--- src/design/utf8ld_pkg.sv ---
`timescale 1ns / 1ps
`default_nettype none
// ---------------------------------------------------------------------------
// utf8ld_pkg
// Shared types and constants of the lenient UTF-8 decoder.
// ---------------------------------------------------------------------------
package utf8ld_pkg;

  localparam logic [15:0] REPL_CHAR    = 16'hFFFD;
  localparam int unsigned QUEUE_DEPTH  = 2;

  // One input request: a raw byte and the end-of-string flag.
  typedef struct packed {
    logic [7:0] in_byte;
    logic       in_last;
  } utf8ld_in_t;

  // One result request.
  typedef struct packed {
    logic [15:0] char_value;
    logic        bad_byte;
    logic [15:0] char_index;
    logic        run_end;
    logic        string_end;
  } utf8ld_out_t;

  // Work for the back end: extra leading bad zeros, then one final result.
  typedef struct packed {
    logic [1:0]  extra;
    logic [15:0] value;
    logic        bad;
    logic        last;
  } utf8ld_desc_t;

endpackage
`default_nettype wire

--- src/design/utf8ld_front.sv ---
`timescale 1ns / 1ps
`default_nettype none
// ---------------------------------------------------------------------------
// utf8ld_front
// Classifies each byte, tracks the open sequence and posts result work.
// ---------------------------------------------------------------------------
module utf8ld_front (
  input  wire logic                    clk_i,
  input  wire logic                    rst_ni,
  input  wire logic                    accept_i,
  input  wire utf8ld_pkg::utf8ld_in_t  in_data_i,
  output logic                         push_o,
  output utf8ld_pkg::utf8ld_desc_t     desc_o
);
  import utf8ld_pkg::*;

  logic [20:0] code_q, code_d;
  logic [1:0]  need_q, need_d;
  logic [1:0]  held_q, held_d;

  logic [7:0]  b;
  logic        last;
  logic [20:0] ext_code;
  logic [1:0]  need_dec;
  logic [1:0]  held_inc;
  logic [2:0]  pre;
  logic [2:0]  n;
  logic        fresh;

  assign b        = in_data_i.in_byte;
  assign last     = in_data_i.in_last;
  assign ext_code = {code_q[14:0], b[5:0]};
  assign need_dec = need_q - 2'd1;
  assign held_inc = held_q + 2'd1;

  always_comb begin
    code_d       = code_q;
    need_d       = need_q;
    held_d       = held_q;
    n            = 3'd0;
    pre          = 3'd0;
    fresh        = 1'b1;
    desc_o.value = 16'd0;
    desc_o.bad   = 1'b1;
    desc_o.last  = last;

    if (need_q != 2'd0) begin
      if (b[7:6] == 2'b10) begin
        fresh  = 1'b0;
        code_d = ext_code;
        need_d = need_dec;
        held_d = held_inc;
        if (need_dec == 2'd0) begin
          n            = 3'd1;
          desc_o.value = (|ext_code[20:16]) ? REPL_CHAR : ext_code[15:0];
          desc_o.bad   = 1'b0;
        end else if (last) begin
          n = 3'd1 + {1'b0, held_inc};
        end
      end else begin
        // The sequence is broken: flush it, then decode this byte afresh.
        pre = 3'd1 + {1'b0, held_q};
      end
    end

    if (fresh) begin
      code_d = '0;
      need_d = 2'd0;
      held_d = 2'd0;
      n      = pre;
      if (b[7] == 1'b0) begin
        n            = pre + 3'd1;
        desc_o.value = {8'd0, b};
        desc_o.bad   = 1'b0;
      end else if (b[7:5] == 3'b110) begin
        code_d = {16'd0, b[4:0]};
        need_d = 2'd1;
      end else if (b[7:4] == 4'b1110) begin
        code_d = {17'd0, b[3:0]};
        need_d = 2'd2;
      end else if (b[7:3] == 5'b11110) begin
        code_d = {18'd0, b[2:0]};
        need_d = 2'd3;
      end else begin
        n = pre + 3'd1;
      end
      // A lead byte that ends the string is itself a truncated sequence.
      if (last && (b[7:6] == 2'b11) && (b[7:3] != 5'b11111)) begin
        n = pre + 3'd1;
      end
    end

    if (last) begin
      code_d = '0;
      need_d = 2'd0;
      held_d = 2'd0;
    end

    desc_o.extra = 2'(n - 3'd1);
    push_o       = accept_i && (n != 3'd0);
  end

  always_ff @(posedge clk_i or negedge rst_ni) begin
    if (!rst_ni) begin
      code_q <= '0;
      need_q <= '0;
      held_q <= '0;
    end else if (accept_i) begin
      code_q <= code_d;
      need_q <= need_d;
      held_q <= held_d;
    end
  end

endmodule
`default_nettype wire

--- src/design/utf8ld_fifo.sv ---
`timescale 1ns / 1ps
`default_nettype none
// ---------------------------------------------------------------------------
// utf8ld_fifo
// Two-entry queue of result work between the front and the back end.
// ---------------------------------------------------------------------------
module utf8ld_fifo (
  input  wire logic                      clk_i,
  input  wire logic                      rst_ni,
  input  wire logic                      push_i,
  input  wire utf8ld_pkg::utf8ld_desc_t  push_data_i,
  input  wire logic                      pop_i,
  output logic                           full_o,
  output logic                           valid_o,
  output utf8ld_pkg::utf8ld_desc_t       pop_data_o
);
  import utf8ld_pkg::*;

  localparam int unsigned PtrW = $clog2(QUEUE_DEPTH);

  utf8ld_desc_t mem_q [QUEUE_DEPTH];
  logic [PtrW-1:0] wr_q, rd_q;
  logic [PtrW:0]   cnt_q;

  assign full_o     = (cnt_q == (PtrW + 1)'(QUEUE_DEPTH));
  assign valid_o    = (cnt_q != '0);
  assign pop_data_o = mem_q[rd_q];

  always_ff @(posedge clk_i) begin
    if (push_i) begin
      mem_q[wr_q] <= push_data_i;
    end
  end

  always_ff @(posedge clk_i or negedge rst_ni) begin
    if (!rst_ni) begin
      wr_q  <= '0;
      rd_q  <= '0;
      cnt_q <= '0;
    end else begin
      if (push_i) begin
        wr_q <= wr_q + PtrW'(1);
      end
      if (pop_i) begin
        rd_q <= rd_q + PtrW'(1);
      end
      if (push_i && !pop_i) begin
        cnt_q <= cnt_q + (PtrW + 1)'(1);
      end else if (pop_i && !push_i) begin
        cnt_q <= cnt_q - (PtrW + 1)'(1);
      end
    end
  end

endmodule
`default_nettype wire

--- src/design/utf8ld_back.sv ---
`timescale 1ns / 1ps
`default_nettype none
// ---------------------------------------------------------------------------
// utf8ld_back
// Expands queued work into results, one a cycle unless stalled, and numbers them.
// ---------------------------------------------------------------------------
module utf8ld_back (
  input  wire logic                      clk_i,
  input  wire logic                      rst_ni,
  input  wire logic                      valid_i,
  input  wire utf8ld_pkg::utf8ld_desc_t  desc_i,
  output logic                           pop_o,
  output logic                           out_valid_o,
  input  wire logic                      out_stall_i,
  output utf8ld_pkg::utf8ld_out_t        out_data_o
);
  import utf8ld_pkg::*;

  logic        out_valid_q, out_valid_d;
  utf8ld_out_t out_q, out_d;
  logic [1:0]  sub_q, sub_d;
  logic [15:0] count_q, count_d;
  logic        load;
  logic        is_final;

  assign load        = valid_i && (!out_valid_q || !out_stall_i);
  assign is_final    = (sub_q == desc_i.extra);
  assign pop_o       = load && is_final;
  assign out_valid_o = out_valid_q;
  assign out_data_o  = out_q;

  always_comb begin
    out_d       = out_q;
    sub_d       = sub_q;
    count_d     = count_q;
    out_valid_d = out_valid_q && out_stall_i;
    if (load) begin
      out_valid_d      = 1'b1;
      // Every result before the final one of a request is a bad zero.
      out_d.char_value = is_final ? desc_i.value : 16'd0;
      out_d.bad_byte   = is_final ? desc_i.bad : 1'b1;
      out_d.char_index = count_q;
      out_d.run_end    = is_final;
      out_d.string_end = is_final && desc_i.last;
      sub_d            = is_final ? 2'd0 : sub_q + 2'd1;
      count_d          = (is_final && desc_i.last) ? 16'd0 : count_q + 16'd1;
    end
  end

  always_ff @(posedge clk_i) begin
    out_q <= out_d;
  end

  always_ff @(posedge clk_i or negedge rst_ni) begin
    if (!rst_ni) begin
      out_valid_q <= 1'b0;
      sub_q       <= '0;
      count_q     <= '0;
    end else begin
      out_valid_q <= out_valid_d;
      sub_q       <= sub_d;
      count_q     <= count_d;
    end
  end

endmodule
`default_nettype wire

--- src/design/utf8_lenient_decoder.sv ---
`timescale 1ns / 1ps
`default_nettype none
// ---------------------------------------------------------------------------
// utf8_lenient_decoder
// Lenient UTF-8 to 16-bit character decoder with running character index.
// ---------------------------------------------------------------------------
// Path: an accepted byte's work enters the work queue; its first result is then
// registered. Throughput: one byte per cycle without output stalls while each
// byte gives at most one result; a byte with k results puts them through the
// single output register in turn. The two-entry queue stalls input only when full.
// Reset: asynchronous, active low; clears sequence state, queue and index.
module utf8_lenient_decoder (
  input  wire logic                    clk_i,
  input  wire logic                    rst_ni,
  input  wire logic                    in_valid_i,
  output logic                         in_stall_o,
  input  wire utf8ld_pkg::utf8ld_in_t  in_data_i,
  output logic                         out_valid_o,
  input  wire logic                    out_stall_i,
  output utf8ld_pkg::utf8ld_out_t      out_data_o
);
  import utf8ld_pkg::*;

  logic         accept;
  logic         push;
  logic         pop;
  logic         full;
  logic         q_valid;
  utf8ld_desc_t push_desc;
  utf8ld_desc_t pop_desc;

  assign in_stall_o = full;
  assign accept     = in_valid_i && !full;

  utf8ld_front u_front (
    .clk_i     (clk_i),
    .rst_ni    (rst_ni),
    .accept_i  (accept),
    .in_data_i (in_data_i),
    .push_o    (push),
    .desc_o    (push_desc)
  );

  utf8ld_fifo u_fifo (
    .clk_i       (clk_i),
    .rst_ni      (rst_ni),
    .push_i      (push),
    .push_data_i (push_desc),
    .pop_i       (pop),
    .full_o      (full),
    .valid_o     (q_valid),
    .pop_data_o  (pop_desc)
  );

  utf8ld_back u_back (
    .clk_i       (clk_i),
    .rst_ni      (rst_ni),
    .valid_i     (q_valid),
    .desc_i      (pop_desc),
    .pop_o       (pop),
    .out_valid_o (out_valid_o),
    .out_stall_i (out_stall_i),
    .out_data_o  (out_data_o)
  );

endmodule
`default_nettype wire

--- config.mk ---
export PLATFORM = sky130hd
export DESIGN_NAME = utf8_lenient_decoder
export DESIGN_NICKNAME = d
export VERILOG_FILES = /design/src/design/utf8ld_pkg.sv /design/src/design/utf8ld_front.sv /design/src/design/utf8ld_fifo.sv /design/src/design/utf8ld_back.sv /design/src/design/utf8_lenient_decoder.sv
export SDC_FILE = /design/constraint.sdc
export NUM_CORES = 1
export LEC_CHECK = 0
export BUFFER_PORTS_ARGS = -buffer_cell sky130_fd_sc_hd__buf_2
export CORE_ASPECT_RATIO = 0.6
export CORE_MARGIN = 2
export CORE_UTILIZATION = 35
export CTS_CLUSTER_SIZE = 24
export DETAILED_ROUTE_END_ITERATION = 6
export HOLD_SLACK_MARGIN = 0.15
export PLACE_DENSITY = 0.55
export REMOVE_ABC_BUFFERS = 1
export SYNTH_ARGS = -nofsm -noshare
export SYNTH_HDL_FRONTEND = slang
export SYNTH_HIERARCHICAL = 1
export SYNTH_SLANG_ARGS = --single-unit
--- constraint.sdc ---
create_clock -name clk_i -period 6.32 [get_ports clk_i]
set_input_delay 0.316 -clock clk_i [delete_from_list [all_inputs] [get_ports clk_i]]
set_output_delay 0.316 -clock clk_i [all_outputs]
set_load 0.01 [all_outputs]
==> summary.md, run 1 <==
| Metric | Value |
|---|---|
| Top cell by count, worst path | ha_1 |
| Clock Path Buffers | 2 |
| Final nets | 455 |
| Synth area leader | edfxtp_1 |
| Finish-stage setup viols | 0 |
| Combinational power share | between 20% and 30% |
| Global-route wire length before repair | 16500 um |
| Max incr delay on CP | 0.80 ns |
| H-tree depth | 4 |
| Worst Skew | 0.00914 ns |
| Pre-antenna DRT Iters | 4 |
| Avg Cell Area, Syn | 13.9 um2 |
| Setup TNS | 0 ns |
| Seq cells post-synth | 117 |
| Status | finished, final reports clean |
| Minimum hold slack | 0.172 ns |
| Crit path capture type | register |
| Max-slew violation count | 0 |
| FFs w/ async S/R, synth | 35.9% |
| GRT Overall Usage | 14.0% |
| Max VDD drop | 0.000205 V |
| Final instance area | 0.00619 mm2 |
| Final setup margin | 3.03 ns |
| Top-count cell post-synth | edfxtp_1 |
| Placeable Area | 0.0144 mm2 |
| Reg-to-Reg End | u_fifo/mem_q[1][4] |
| P per Cell Area | 468 mW/mm2 |
| Total CTS buffers | 17 |
| Slew HR | 35.1% |
| Worst Tran Pin Value | 0.973 ns |
| Initial antenna violation count | 0 |
| Number of cells produced by synthesis | 371 |
| Layout area overhead | 20.1% |
| Register area share after synthesis | 64.1% |
| Switching Share | a little under a third |
| RSZ-0062 raised after global routing | false |
| Routed WL per cell | 15.9 um |
| Ant diodes | 0 |
| YS warnings | 6 |
| Antenna Nets Post-Route | 0 |
| Drt via density | approximately 4.8 |
| Net Sw Power | 914 uW |
| Worst Path Buf+Inv | 1 |
| Setup bufs post-CTS | 0 |
| Dpl hpwl | between 6000 and 7000 um |
| Top FF cell, synth | edfxtp_1 |
| Final hold violation count | 0 |
| Placed insts | between 600 and 700 |
| # DRC | 0 |
| Top-area cell type share of the netlist area | 43.7% |
| Chip Width | 161 um |
| Starting density of the core | roughly 36% |
| Period minus WS final | 3.29 ns |
| Hold/Removal Path Class | in -> reg |
| Total global routing overflow | 0 |
| CTS tree | built |
| DIE AREA | 0.0157 mm2 |
| Final design utilization | 42.9% |
| Ports | 50 |
| Fmax | 304 MHz |
| Crit start category | register |
| DR iter-0 viols | 316 |
| Clock Pin Slew Worst Setup and Hold Paths | 0.06 ns |
| CP max stage cell | and2_1 |
| WP data arrival | 3.32 ns |
| Layout cell share with drive strength beyond 1 | 28.2% |
| Clk_lat worst skew | slightly above 0.4 ns |
| Period utilisation layout | 52.1% |
| Worst path cell trace | inv_1 > ha_1 > nor3_1 > ha_1 > and3_4 > a211oi_2 > ha_1 > a41oi_2 > and2_1 |
| Clk pwr share | 31.6% |
| Post-synth EDFFs | 75 |
| Die height | just under 100 um |
| Placed inst area | 0.00559 mm2 |
| Clk sink count | 117 |
| Max Cap Viol | 0 |
| Hold_sp | in_data_i[1] |
| WL final | 10300 um |
| CP top delay family | simple AND/OR/NAND/NOR gates |
| Synth area leaders | edfxtp_1 44%, dfrtp_1 20%, mux2_4 5.5% |
| Count of input and output buffers | 49 |
| Synth unique cells | 57 |
| Hold Crit Endpoint | u_front/code_q[0] |
| Pleak | 2.57 nW |
| Reg2Reg Setup Slack | 3.03 ns |
| Commonest cells in the netlist | 75 x edfxtp_1, 42 x dfrtp_1, 30 x nor2_1 |
| Hold Path Depth | 2 |
| Register share of total power | 41.2% |
| R2R Path Start | u_front/held_q[0] |
| Post-Layout Cell Count | 645 |
| Largest net degree at the start of global routing | 43 |
| Worst R2R Path Depth | 9 |
| Worst Path Required | 6.35 ns |
| DR vias | around 3100 |
| Total power after layout | approximately 2.9 mW |
| Setup CP Type | reg -> reg |
| P_int | 1.98 mW |
| Number of global-route vias before repair | approximately 3000 |
| Row count | 34 |
| Synthesized area | 0.00515 mm2 |
| Root buffer cell | clkbuf_16 |
| Crit-path max FO | 20 |
| Pre-CTS WS | about 2.7 ns |
| Gpl congestion | roughly 0.75 |
==> sequential cells by signal, indices dropped and copies added (netlist names) <==
| name | flops |
|---|---|
| u_front/code_q | 15 |
| u_front/held_q | 2 |
| u_back/out_valid_o | 1 |
| u_front/need_q | 2 |
| u_fifo/wr_q | 1 |
| u_fifo/mem_q | 40 |
| u_fifo/rd_q | 1 |
| u_back/sub_q | 2 |
| u_fifo/cnt_q | 2 |
| u_back/count_q | 16 |
| u_back/out_data_o | 35 |
==> routing by layer <==
metal  up-vias  wire length, um  track usage, %
li1       1501                -               -
met1      1519             5510            22.0
met2        85             4020            16.9
met3         9              663            4.33
met4         0               74            6.24
met5         -                0               0
==> cells in the final DEF, fill, tap and decap left out, types with 3 or more instances in the layout <==
cell,count
o21ai_0,10
o22ai_1,4
and3_1,18
inv_1,13
nand4_1,4
dlygate4sd3_1,3
buf_4,5
nor3_1,7
xnor2_1,9
or4_4,3
mux2_4,19
nand3_1,10
nor2b_1,4
inv_6,3
clkinv_4,5
ha_1,8
nor2_1,30
clkbuf_16,17
nand2b_1,6
or3_1,3
xor2_1,8
edfxtp_1,75
buf_2,49
o21a_1,5
nand2_1,17
and2_1,6
dfrtp_1,42
a21oi_1,7
a22o_1,14
==> what timing repair did <==
item                      4_1_cts  5_1_grt
gates resized for setup         0        0
hold endpoints to repair       44        0
hold buffers                    3        0
==> power groups by stage <==
stage	registers (mW)	logic [mW]	clock network (mW)
floorplan	1.27	0.446	0
CTS	1.20	0.805	0.941
finish	1.19	0.789	0.917
detailed placement	1.21	0.802	0
global placement	1.21	0.780	0
global route	1.22	0.867	0.977
==> worst max-delay path by stage <==
stage                      startpoint                 end  slack, ns  cells after the start
floorplan                in_data_i[8]  u_fifo/mem_q[0][0]       3.03                      8
global placement         in_data_i[8]  u_fifo/mem_q[1][9]       2.91                      9
detailed placement       in_data_i[8]  u_fifo/mem_q[1][9]       2.72                      9
CTS                 u_front/held_q[0]  u_fifo/mem_q[1][4]       3.00                      9
global route        u_front/held_q[0]  u_fifo/mem_q[1][4]       2.80                      9
finish              u_front/held_q[0]  u_fifo/mem_q[1][4]       3.03                      9
==> final cells by class <==
cell class	instances	area, um2
clock inverters	15	148
multi-input cells	227	1700
flip-flops and latches	117	3300
clock buffers	17	425
inverters	14	52.6
repair buffers	57	313
well taps	198	248
fillers	1341	8230
==> logic make-up (layout without fill, tap and decap cells) <==
kind of cell | Yosys count | in the layout | share of synthesized area [%]
AND/OR/NAND/NOR | 122 | 122 | 13.7
flip-flops | 117 | 117 | 64.1
AO/OA/AOI/OAI | 60 | 60 | 8.65
buffers and inverters | 27 | 103 | 2.89
multiplexers | 20 | 20 | 5.76
XOR/XNOR | 17 | 17 | 2.89
adder cells (fa/ha/maj) | 8 | 8 | 1.94
(Power assumes the default switching activity.)
==> run 2: changes to the inputs <==
--- a/config.mk
+++ b/config.mk
@@ -5,6 +5,7 @@
 export SDC_FILE = /design/constraint.sdc
 export NUM_CORES = 1
 export LEC_CHECK = 0
+export ABC_AREA = 1
 export BUFFER_PORTS_ARGS = -buffer_cell sky130_fd_sc_hd__buf_2
 export CORE_ASPECT_RATIO = 0.6
 export CORE_MARGIN = 2
@@ -12,7 +13,7 @@
 export CTS_CLUSTER_SIZE = 24
 export DETAILED_ROUTE_END_ITERATION = 6
 export HOLD_SLACK_MARGIN = 0.15
-export PLACE_DENSITY = 0.55
+export PLACE_DENSITY = 0.57
 export REMOVE_ABC_BUFFERS = 1
 export SYNTH_ARGS = -nofsm -noshare
 export SYNTH_HDL_FRONTEND = slang
==> constraint.sdc (replaced) <==
create_clock -name clk_i -period 2.7 [get_ports clk_i]
set_input_delay 0.135 -clock clk_i [delete_from_list [all_inputs] [get_ports clk_i]]
set_output_delay 0.135 -clock clk_i [all_outputs]
set_load 0.01 [all_outputs]
==> run 2 against run 1 <==
Setup slack worse by 2.9 ns; maximum frequency is 29% higher; clock-buffer cell count is 4 higher; largest cell class unchanged; first-iteration DRC count is 17% lower.
==> summary.md, run 2 <==
| Metric | Value |
|---|---|
| Reg2Reg Setup Slack | 0.14 ns (-2.89 ns) |
| Area share of xor/xnor cells in the synthesized design | 1.15% (-1.7 points) |
| Max Cap Viol | 0 (unchanged) |
| Total power after layout | 6.95 mW (+140%) |
| Finish-stage setup viols | 0 (unchanged) |
| Synth area leaders | edfxtp_1 42%, dfrtp_1 20%, mux2_4 5.3% |
| Largest Register | u_fifo/mem_q |
| Avg Cell Area, Syn | 11.2 um2 (-19%) |
| Row count | 34 (unchanged) |
| CTS tree | built |
| Clk sink count | 117 (unchanged) |
| Die height | 99.7 um (+1.7%) |
| Chip Width | 163 um (+1.8%) |
| Final instance area | 0.00658 mm2 (+6.3%) |
| CP max stage cell | dfrtp_1 |
| Fmax | 391 MHz (+29%) |
| Post-Layout Cell Count | 762 (+18%) |
| H-tree depth | 4 (unchanged) |
| Routed WL per cell | 14.4 um (-9.8%) |
| Root buffer cell | clkbuf_16 |
| Max FFs per register | 40 (unchanged) |
| Most frequent cells in the layout | 75 x edfxtp_1, 70 x inv_1, 69 x nand2_1, 60 x nor2_1, 49 x buf_2 |
| P per Cell Area | 1060 mW/mm2 (+130%) |
| Layout area overhead | 23.2% |
| Gpl congestion | 0.865 (+15%) |
| Hold_sp | in_data_i[7] |
| Fillers | 1373 (+2.4%) |
| Setup CP Type | reg -> reg |
| Antenna Nets Post-Route | 0 (unchanged) |
| Worst R2R Path Depth | 15 (+6) |
| Clock Path Buffers | 2 (unchanged) |
| Max incr delay on CP | 0.34 ns (-0.46 ns) |
| Simple-gate share of the synthesized area | 14.8% (+1.0 points) |
| Crit path capture type | register |
| Total CTS buffers | 17 (unchanged) |
| Placeable Area | 0.0147 mm2 (+2.1%) |
| Synth area leader | edfxtp_1 |
| Clk_lat worst skew | 0.42 ns (about the same) |
| R2R Path Start | u_front/need_q[0] |
| GRT Overall Usage | 14.5% (+0.53 points) |
| Max-slew violation count | 0 (unchanged) |
| Placed inst area | 0.00583 mm2 (+4.3%) |
| DR iter-0 viols | 263 (-17%) |
| Top-count cell post-synth | edfxtp_1 |
| Hold Crit Endpoint | u_fifo/mem_q[1][8] |
| Post-synthesis mux area share | 5.55% (-0.20 points) |
| Final design utilization | 44.7% (+1.8 points) |
| Final setup margin | 0.142 ns (-2.89 ns) |
| Hold Path Depth | 3 (+1) |
| Dpl hpwl | 7490 um (+7.7%) |
| WP data arrival | 2.68 ns (-0.64 ns) |
| Largest net degree at the start of global routing | 43 (unchanged) |
| Placed insts | 719 (+18%) |
| Starting density of the core | 36.3% (+0.56 points) |
| Register area share after synthesis | 61.9% (-2.3 points) |
| Worst Skew | 0.0107 ns (+0.00151 ns) |
| Post-synth EDFFs | 75 (unchanged) |
| Number of global-route vias before repair | 3362 (+12%) |
| Crit start category | register |
| FFs w/ async S/R, synth | 35.9% (unchanged) |
| # DRC | 0 (unchanged) |
| Hold/Removal Path Class | in -> reg |
| Pleak | 2.90 nW (+13%) |
| Pre-antenna DRT Iters | 5 (+1) |
| YS warnings | 6 (unchanged) |
| Worst Tran Pin Value | 0.972 ns (-0.00128 ns) |
| DR vias | 3479 (+12%) |
| WL final | 10900 um (+6.6%) |
| Count of input and output buffers | 49 (unchanged) |
| Largest family of logic cells by synthesized area | simple AND/OR/NAND/NOR gates |
| Slew HR | 35.2% (+0.085 points) |
| Commonest cells in the netlist | 75 x edfxtp_1, 71 x inv_1, 69 x nand2_1 |
| Clock Pin Slew Worst Setup and Hold Paths | 0.05 ns (about the same) |
| Pre-CTS WS | 0.0719 ns (-2.65 ns) |
| Ant diodes | 0 (unchanged) |
| Number of cells produced by synthesis | 475 (+28%) |
| Layout cell share with drive strength beyond 1 | 26.4% (-1.8 points) |
| Initial antenna violation count | 0 (unchanged) |
| RSZ-0062 raised after global routing | false |
| DIE AREA | 0.0163 mm2 (+3.5%) |
| Synthesized area | 0.00534 mm2 (+3.7%) |
| Crit-path max FO | 20 (unchanged) |
| Period minus WS final | 2.56 ns (-0.732 ns) |
| Status | finished, final reports clean |
| Top cell by count, worst path | inv_1 |
| Top FF cell, synth | edfxtp_1 |
| Worst path cell trace | inv_1 > ha_2 > inv_1 > nand2_4 > nor2_4 > inv_2 > o311ai_1 > nor2_1 > ha_1 > nand2_1 > inv_1 > a21oi_2 > inv_1 > nor2_1 > buf_12 |
| Reg-to-Reg End | u_fifo/mem_q[0][13] |
| Period utilisation layout | 94.7% (+43 points) |
| Synth Area in Adders | 1.87% (-0.069 points) |
| Worst Path Required | 2.82 ns (-3.53 ns) |
| Synth unique cells | 39 (-32%) |
| Top-area cell type share of the netlist area | 42.2% (-1.5 points) |
| Complex-gate fraction of the synthesized area | 7.38% (-1.3 points) |
| Ports | 50 (unchanged) |
| Final nets | 572 (+26%) |
| Commonest non-fill, non-tap cell in the layout | edfxtp_1 |
| Total global routing overflow | 0 (unchanged) |
| Seq cells post-synth | 117 (unchanged) |
| Drt via density | 4.57 (-5.4%) |
| Max VDD drop | 0.000499 V (+140%) |
| Final hold violation count | 0 (unchanged) |
| Global-route wire length before repair | 17600 um (+6.2%) |
[run 2: cell count changes in the layout (fill, tap and decap cells not counted), moves of 11 or more]
cell,delta
o21ai_2,+12
and3_1,-18
nor2_1,+30
nand2_1,+52
inv_1,+57
o21ai_0,+11
a22o_1,-14
[run 2: critical path, delay by kind of cell (launching register included)]
family	cells	cell delay (ns)
buffers and inverters	6	0.52
AOI/OAI and AO/OA	2	0.29
and+or+nand+nor	5	0.64
DFF	1	0.34
adders and majority gates	2	0.44
[run 2: layout make-up]
type	count	area, um2	share of cell area, %
sequential	117	3300	50.2
multi-input combinational	269	1670	25.4
clock buffer	21	460	7.00
timing repair buffer	68	450	6.85
inverter	78	293	4.45
tap	198	248	3.77
clock inverter	11	151	2.30
[run 2: timing repair]
item,in CTS,in global routing
hold buffers,10,0
resized for setup,0,6
buffers inserted,0,1
setup endpoints to repair,0,42
hold endpoints to repair,65,0
[run 2: through the flow]
stage | hold WS [ns] | setup TNS (ns)
finish | 0.191 | 0
CTS | 0.160 | 0
detailed placement | 0.359 | 0
global placement | 0.350 | 0
global route | 0.212 | 0
floorplan | -0.161 | -8.22
[run 2: worst max path at each step]
stage / end / from / slack (ns) / cells past startpoint
floorplan: u_fifo/mem_q[0][0] / u_front/need_q[0] / -0.40 / 14
global placement: u_fifo/mem_q[0][17] / u_front/held_q[0] / 0.16 / 14
detailed placement: u_fifo/mem_q[0][11] / u_front/need_q[0] / 0.07 / 13
CTS: u_fifo/mem_q[0][5] / u_front/need_q[0] / 0.06 / 13
global route: u_fifo/cnt_q[1] / u_front/held_q[0] / 0.01 / 16
finish: u_fifo/mem_q[0][13] / u_front/need_q[0] / 0.14 / 15
[run 2: per-layer routing]
metal / wire, um / vias to the layer above / global-route usage, %
li1: - / 1739 / -
met1: 5710 / 1627 / 21.5
met2: 4440 / 99 / 19.6
met3: 646 / 14 / 4.00
met4: 148 / 0 / 6.48
met5: 0 / - / 0
[run 2: cells by family (layout without fill, tap and decap cells)]
kind of cell / after synthesis / in the layout
adders and majority gates: 8 / 8
xor gates and xnor gates: 7 / 7
DFF: 117 / 117
AOI/OAI and AO/OA: 60 / 60
buffers and inverters: 89 / 178
and+or+nand+nor: 174 / 174
muxes: 20 / 20
[run 2: where the power goes]
part / switching [mW] / total, mW / internal (mW) / leakage, nW
Combinational: 1.12 / 1.88 / 0.768 / 1.32
Sequential: 0.198 / 2.75 / 2.56 / 1.29
Clock: 0.812 / 2.31 / 1.50 / 0.288
